<file path="config.mk">
export PLATFORM = sky130hd
export DESIGN_NAME = scd_ram
export DESIGN_NICKNAME = d
export VERILOG_FILES = /design/src/scd_ram.sv
export SDC_FILE = /design/constraint.sdc
export NUM_CORES = 1
export LEC_CHECK = 0
export BUFFER_PORTS_ARGS = -buffer_cell sky130_fd_sc_hd__buf_2
export CAP_MARGIN = 10
export CORE_ASPECT_RATIO = 0.6
export CORE_MARGIN = 4
export CORE_UTILIZATION = 50
export DETAILED_ROUTE_END_ITERATION = 8
export MAX_ROUTING_LAYER = met4
export PLACE_DENSITY_LB_ADDON = 0.25
export SYNTH_ARGS = -nofsm -noshare
export SYNTH_HDL_FRONTEND = slang
export SYNTH_SLANG_ARGS = --single-unit
</file>
<file path="constraint.sdc">
create_clock -name clk -period 2.3 [get_ports clk]
set_input_delay 0.46 -clock clk [delete_from_list [all_inputs] [get_ports clk]]
set_output_delay 0.46 -clock clk [all_outputs]
set_load 0.01 [all_outputs]
</file>
<file path="src/scd_ram.sv">
// ----------------------------------------------------------------------------
// scd_ram: generic simple dual-port RAM
// One write port, one read port with registered read data.
// ----------------------------------------------------------------------------
module scd_ram #(
	parameter int WIDTH = 8,
	parameter int DEPTH = 16
) (
	input  logic                     clk,
	input  logic                     we,
	input  logic [$clog2(DEPTH)-1:0] waddr,
	input  logic [WIDTH-1:0]         wdata,
	input  logic [$clog2(DEPTH)-1:0] raddr,
	output logic [WIDTH-1:0]         rdata
);

	logic [WIDTH-1:0] mem_q [DEPTH];

	// write and registered read
	always_ff @(posedge clk) begin
		if (we) begin
			mem_q[waddr] <= wdata;
		end
		rdata <= mem_q[raddr];
	end

endmodule

</file>
* Word level (Yosys, flattened, before mapping)
Memories as Yosys holds them, arrays and structs flattened. A register that Yosys moved wholly into a read port is not among the register bits. Cells that the tools add are included.
Cells by class: muxes and demuxes 2
Operator list (count):
- $mux 1 | 2
Storage, ports and cells: flip-flop bits (word level) 0, bits in writable memories 128, input bits 18, memories kept 1, logic and storage cells 3
Memories:
- mem_q | depth 16, bits a word 8, rd ports 1, clocked after Yosys merged registers in 1, wr ports 1, RTL line 17 | logic [WIDTH-1:0] mem_q [DEPTH];

* Depth between registers and ports, before layout
Gate-level depths: netlist of the first run.
depth after elaboration 2, gate-level depth with buffers 5, gate-level depth less buffers 3

* Least setup slack after synthesis of the first run
Ideal clock, no wire load.
kind input to register, start input waddr[2], end memory mem_q[0][0] (enable), library setup time 383 ps, stages 2, data required time 1917 ps, path buffers 0, arrival time 1570 ps, setup slack 347 ps, cells stage by stage or3b_2 nor3_1
RTL lines:
- start, declared | RTL line 11 | input logic [$clog2(DEPTH)-1:0] waddr,
- end, declared | RTL line 17
No word-level cell before the write port.

==> results.md, run 1 <==
- Status: complete, no violations
- Syn Std Cell Area: 0.005147 mm²
- Cell family contributing the most delay on the critical path: multiplexers
- Worst-skew pair later-pin latency: roughly 0.4 ns
- Final setup viols: 0
- Drt total wl: about 9.8 mm
- Register bit total from synthesis: between 100 and 150
- Post-route DRC: 0
- Hold wc startpoint: wdata[7]
- ANT cells: 0
- Final core utilization: 0.6151
- Die H: between 80 and 90 µm
- IO Port Bufs: 25
- Mean post-synth cell area: 22.48 µm²
- Die area: between 0.01 and 0.015 mm²
- Overflow after GRT: 0
- Worst reg2reg path depth: 3
- Max Fclk: 677.9 MHz
- Largest net degree at the start of global routing: 33
- Hold crit path type: input pin to flop
- CP Max Fanout: 32
- Reg2reg start: mem_q[8][4]
- CTS Hold Bufs: 0
- Initial antenna violation count: 0
- Syn nets: around 250
- Pre-CTS WS: between 0.3 and 0.4 ns
- CTS buffer count: 17
- First-pass GRT wire length: 15.21 mm
- DR vias/cell: around 5.6
- Crit path kind: input pin to flop
- Synth top area cells: edfxtp_1 (75%), mux4_2 (7.9%), mux4_1 (7.1%)
- Die X: ~140 µm
- Setup Skew: 0.01004 ns
- Max clock buf depth: 2
- Register area share after synthesis: 0.7778
- Most used DFF post-synth: edfxtp_1
- Post-synth top area share: 0.7467
- M1 GR Usage: 0.2512
- Setup TNS: 0 ns
- Via count: around 2400
- Hold depth: 1
- Pwr Density: 918.9 mW/mm²
- Met2 Use GR: 0.2620
- P_leak: ~0.0021 µW
- Vias in the first global route: roughly 2500
- DP HPWL: roughly 6.3 mm
- GRT busiest layer: met2
- WP data arrival: between 1.5 and 2 ns
- Post-CTS setup buffer count: 0
- CP max stage delay: slightly above 0.6 ns
- Met3 Use GR: 0.06229
- IO Count: 26
- RSZ-0062 raised after global routing: false
- Reg2Reg Setup Slack: ~0.96 ns
- Worst Path Buf+Inv: 2
- Share of layout cells above drive strength 1: 0.3110
- CP Launch Type: input pin
- Most instantiated library cell after synthesis: edfxtp_1
- Period Utilization, post-route: 0.6414
- Crit path required time: between 2 and 3 ns
- Leading area contributor after synthesis: edfxtp_1
- Tmin final: around 1.5 ns
- Endpoint, Worst Hold: mem_q[12][7]
- EDFF count, synth: approximately 130
- Final RePlAce weighted congestion: 0.7580
- Synth warn: 0
- Relative slew slack: 0.7149
- Standard-cell rows: 28
- Drt first-iter violations: about 140
- Critical path's slowest cell: mux4_1
- Setup WS post-layout: just over 0.8 ns
- CTS clk-pin slew, worst paths: about 0.060 ns
- Core footprint: roughly 0.0099 mm²
- Worst-margin pin slew: 0.4268 ns
- Initial core utilization: 0.5174
- Nets: ~300
- Fraction of registers with async set/reset: 0
- TritonCTS clock tree: done
- H-tree levels: 4
- Clock root cell: clkbuf_16
- Final hold vios: 0
- DR pass1 iterations: 4
- Routed WL per cell: ~23 µm
- DRT antenna net count: 0
- Sinks on Clock Net: 136
- Reg2reg end: rdata[4]
- GRT Total Usage: 0.1848
- Max Cap Viol: 0
- Slew Limit Fails: 0
- Post_cts resized: 0
- Critical path capture point type: flop
- Maximum VDD drop: ~0.7 mV
- Post-Synthesis Cells: ~230
- Synth cell count leaders: edfxtp_1 (128), mux4_2 (18), a22oi_1 (16)
- Critical path, cell by cell: buf_2 > buf_12 > mux4_1 > a22oi_1 > nand2_1
- Synthesis-to-layout area growth: 18.89%
- Netlist cell types: 19
[report_power, final]
group          switching (µW)  total [µW]  leakage (µW)  internal, µW
Combinational             148         262      0.000602           114
Sequential               16.9        2790       0.00122          2770
Clock                     937        2570      0.000276          1640
Total                    1100        5620       0.00210          4520
[routing by layer]
| layer | up-vias | share of wire |
|---|---|---|
| li1 | 1088 | - |
| met1 | 1289 | 0.47 |
| met2 | 57 | 0.47 |
| met3 | 14 | 0.044 |
| met4 | 0 | 0.013 |
| met5 | - | 0 |
[registers in the layout (all words and copies together) (netlist names)]
name and count:
mem_q 128, rdata 8
[worst reg2reg max path, delay by kind of cell, from the launching register on]
family             cells  cell delay, ns
and+or+nand+nor        1            0.07
DFF                    1            0.37
muxes                  1            0.53
AOI/OAI and AO/OA      1            0.25
[placed cells by master (no fill, tap or decap)]
cell type,Yosys,layout
clkbuf_1,0,3
nand2b_1,2,2
nor2_1,13,13
buf_4,1,21
mux4_1,14,14
nor3_1,4,4
nand3b_1,2,2
dfxtp_1,8,8
and2b_1,1,1
nand2_1,9,9
clkinv_1,0,3
buf_12,0,2
clkbuf_8,0,2
clkinv_4,0,1
clkbuf_16,0,17
and2_1,1,1
nand3_1,1,1
clkinvlp_4,0,1
edfxtp_1,128,128
buf_2,3,25
mux4_2,18,18
nor2b_1,1,1
or3b_2,1,1
clkinv_2,0,3
a22oi_1,16,16
bufinv_16,0,2
[area by class of cell]
type / instances / area (µm²)
clock inverters: 10 / 102.6
repair buffers: 48 / 322.8
flip-flops and latches: 136 / 4004
well taps: 135 / 168.9
multi-input cells: 83 / 1057
fillers: 689 / 3830
clock buffers: 22 / 464.2
[how the worst max path moves through the flow]
stage	startpoint	slack [ns]	end	cells after the start
after floorplan	waddr[2]	0.35	mem_q[0][0]	2
after global placement	raddr[0]	0.36	rdata[4]	5
after detailed placement	raddr[0]	0.38	rdata[4]	5
after CTS	raddr[0]	0.82	rdata[4]	5
after global routing	raddr[0]	0.77	rdata[1]	5
final	raddr[0]	0.82	rdata[4]	5
[logic make-up after synthesis]
| kind of cell | share of synthesized area |
|---|---|
| AND/OR/NAND/NOR | 0.03184 |
| buffers and inverters | 0.01677 |
| multiplexers | 0.1502 |
| AO/OA/AOI/OAI | 0.02334 |
| flip-flops | 0.7778 |
[through the flow]
step | instance area, µm² | hold WS [ns] | instances | total power (µW)
CTS | 6120 | 0.4095 | 434 | 5665
global route | 6120 | 0.4164 | 434 | 5825
detailed placement | 5553 | 0.6636 | 402 | 3105
global placement | 5553 | 0.6565 | 402 | 3099
finish | 6120 | 0.4216 | 434 | 5623
floorplan | 5147 | 0.5589 | 229 | 2983
No activity file was read; power rests on OpenSTA's default activity.
==> run 2: changes to the inputs <==
--- a/config.mk
+++ b/config.mk
@@ -5,6 +5,7 @@
 export SDC_FILE = /design/constraint.sdc
 export NUM_CORES = 1
 export LEC_CHECK = 0
+export ABC_AREA = 1
 export BUFFER_PORTS_ARGS = -buffer_cell sky130_fd_sc_hd__buf_2
 export CAP_MARGIN = 10
 export CORE_ASPECT_RATIO = 0.6
==> constraint.sdc (replaced) <==
create_clock -name clk -period 1.5 [get_ports clk]
set_input_delay 0.3 -clock clk [delete_from_list [all_inputs] [get_ports clk]]
set_output_delay 0.3 -clock clk [all_outputs]
set_load 0.01 [all_outputs]
==> results.md, run 2 <==
- Setup Skew: 0.006192 ns (-0.003845 ns)
- Initial antenna violation count: 0 (unchanged)
- Post-CTS setup buffer count: 0 (unchanged)
- EDFF count, synth: 128 (unchanged)
- Most frequent cells in the layout: nand2_1 (173), edfxtp_1 (128), inv_1 (100), nand3_1 (97), buf_2 (25)
- Hold crit path type: input pin to flop
- Leading area contributor after synthesis: edfxtp_1
- Die X: 146.6 µm (+5.5%)
- IO Count: 26 (unchanged)
- Crit path kind: flop to output port
- TritonCTS clock tree: done
- Most instantiated library cell after synthesis: nand2_1
- DP HPWL: 8.331 mm (+32%)
- Worst-skew pair later-pin latency: 0.42 ns (about the same)
- Drt total wl: 13.41 mm (+37%)
- Final hold vios: 0 (unchanged)
- Max Fclk: between 800 and 900 MHz
- Period Utilization, post-route: 0.7993
- Most used DFF post-synth: edfxtp_1
- Vias in the first global route: 3722 (+47%)
- Clock root cell: clkbuf_16
- Max reg flops: 128 (unchanged)
- ANT cells: 0 (unchanged)
- Final core utilization: 0.5993 (-0.01573)
- Syn Std Cell Area: 0.005767 mm² (+12%)
- Register area share after synthesis: 0.6943 (-0.08354)
- Netlist cell types: 12 (-7)
- Total power: 9039 µW (+61%)
- Commonest non-fill, non-tap cell in the layout: nand2_1
- Pwr Density: 1335 mW/mm² (+45%)
- Cell family contributing the most delay on the critical path: flip-flops
- Hold depth: 3 (+2)
- CTS clk-pin slew, worst paths: 0.06 ns (about the same)
- WP data arrival: 0.90 ns (-0.87 ns)
- CTS buffer count: 17 (unchanged)
- Routed WL per cell: 17.42 µm (-23%)
- Finished Layout Cells: 770 (+77%)
- DR vias/cell: 5.058 (-10%)
- Maximum VDD drop: 0.8447 mV (+24%)
- Die area: 0.01337 mm² (+11%)
- Max Cap Viol: 0 (unchanged)
- Post_cts resized: 0 (unchanged)
- RSZ-0062 raised after global routing: false
- Critical path's slowest cell: dfxtp_1
- Drt first-iter violations: 442 (+210%)
- Synthesis-to-layout area growth: 17.42%
- Reg with most FFs: mem_q
- First-pass GRT wire length: 21.00 mm (+38%)
- Initial core utilization: 0.5104 (-0.006944)
- Worst reg2reg path depth: 6 (+3)
- H-tree levels: 4 (unchanged)
- Status: complete, no violations
- Top Registers: mem_q x128, rdata x8
- Synth warn: 0 (unchanged)
- Via count: 3895 (+59%)
- Layout fillers: 941 (+37%)
- Post-synth top area share: 0.6665 (-0.08020)
- Critical path, cell by cell: buf_2
- Post-Synthesis Cells: 551 (+140%)
- CTS Hold Bufs: 0 (unchanged)
- Placed cell count: 738 (+84%)
- Final RePlAce weighted congestion: 0.8293 (+9.4%)
- CP Launch Type: flop
- Standard-cell rows: 30 (+7.1%)
- Synth cell count leaders: nand2_1 (173), edfxtp_1 (128), inv_1 (100)
- Critical path capture point type: output port
- Share of layout cells above drive strength 1: 0.1311 (-0.1799)
- DRT antenna net count: 0 (unchanged)
- Largest net degree at the start of global routing: 53 (+61%)
- Die H: 91.19 µm (+5.3%)
- Overflow after GRT: 0 (unchanged)
- Core footprint: 0.01130 mm² (+14%)
- Syn nets: 569 (+130%)
- Worst-margin pin slew: 0.3731 ns (-0.05375 ns)
- Final setup viols: 0 (unchanged)
- CP max stage delay: 0.35 ns (-0.27 ns)
- Slew Limit Fails: 0 (unchanged)
- Crit path required time: 1.20 ns (-1.39 ns)
- Register bit total from synthesis: 136 (unchanged)
- Nets: 615 (+100%)
- Post-route DRC: 0 (unchanged)
- DR pass1 iterations: 5 (+1)
- Worst Path Buf+Inv: 1 (-1)
- IO Port Bufs: 25 (unchanged)
- P_leak: 0.002956 µW (+41%)
- Fraction of registers with async set/reset: 0 (unchanged)
- Synth top area cells: edfxtp_1 (67%), nand2_1 (11%), nand3_1 (8.4%)
- Max clock buf depth: 2 (unchanged)
- Setup TNS: 0 ns (unchanged)
- Worst hold margin: 0.2362 ns (-0.1855 ns)
- Mean post-synth cell area: 10.47 µm² (-53%)
- GRT Total Usage: 0.2183 (+0.03355)
- Critical Path Stages: 1 (-4)
- Relative slew slack: 0.7513 (+0.03642)
- CP Max Fanout: 1 (-97%)
- Sinks on Clock Net: 136 (unchanged)
- Tmin final: 1.199 ns
run 2: changes by cell type in the layout (fill, tap and decap cells not counted), moves of 2 or more:
cell / delta
mux4_2: -18
inv_2: +2
nand2b_1: -2
mux4_1: -14
nor3_1: -4
buf_12: +2
a22oi_1: -16
nand3_1: +96
nor2_1: +4
clkinv_1: -2
nand2_1: +164
inv_1: +100
run 2: area by class of cell:
class                      count  area, µm²  share of cell area
inverter                     102      382.9             0.05654
clock inverter                 8      118.9             0.01755
multi-input combinational    289       1214              0.1792
tap                          160      200.2             0.02956
timing repair buffer          51      370.4             0.05469
sequential                   136       4004              0.5913
clock buffer                  24      481.7             0.07114
run 2: kinds of logic (layout without fill, tap and decap cells):
family                 Yosys count  in the layout  synth area share
AND/OR/NAND/NOR                289            289            0.2105
buffers and inverters          126            185           0.09525
flip-flops                     136            136            0.6943
run 2: per-stage QoR:
step,area (µm²),setup WS (ns)
after floorplan,5767,0.2492
after global placement,6171,0.08519
after detailed placement,6171,0.07044
after CTS,6771,0.2884
after global routing,6771,0.2834
final,6771,0.3010
run 2: layer usage:
layer | part of all wire | GRT usage | vias to the layer above | wire (µm)
met4 | 0.017 | 0.07981 | 0 | 223
met5 | 0 | - | - | 0
met1 | 0.46 | 0.3135 | 1839 | 6192
met3 | 0.090 | 0.06035 | 21 | 1210
li1 | - | - | 1868 | -
met2 | 0.43 | 0.2972 | 167 | 5787
run 2: path summary, 6_finish.rpt:
kind                start       end  slack, ns
max              rdata[4]  rdata[4]       0.30
min              raddr[3]  rdata[6]       0.24
max reg2reg  mem_q[11][1]  rdata[1]       0.48
min reg2reg   mem_q[6][2]  rdata[2]       0.66
run 2: where the power goes:
part | switching, µW | internal, µW | total [µW]
logic | 381 | 171 | 552
registers | 25.8 | 4250 | 4280
clock network | 1480 | 2730 | 4210
total | 1880 | 7150 | 9040
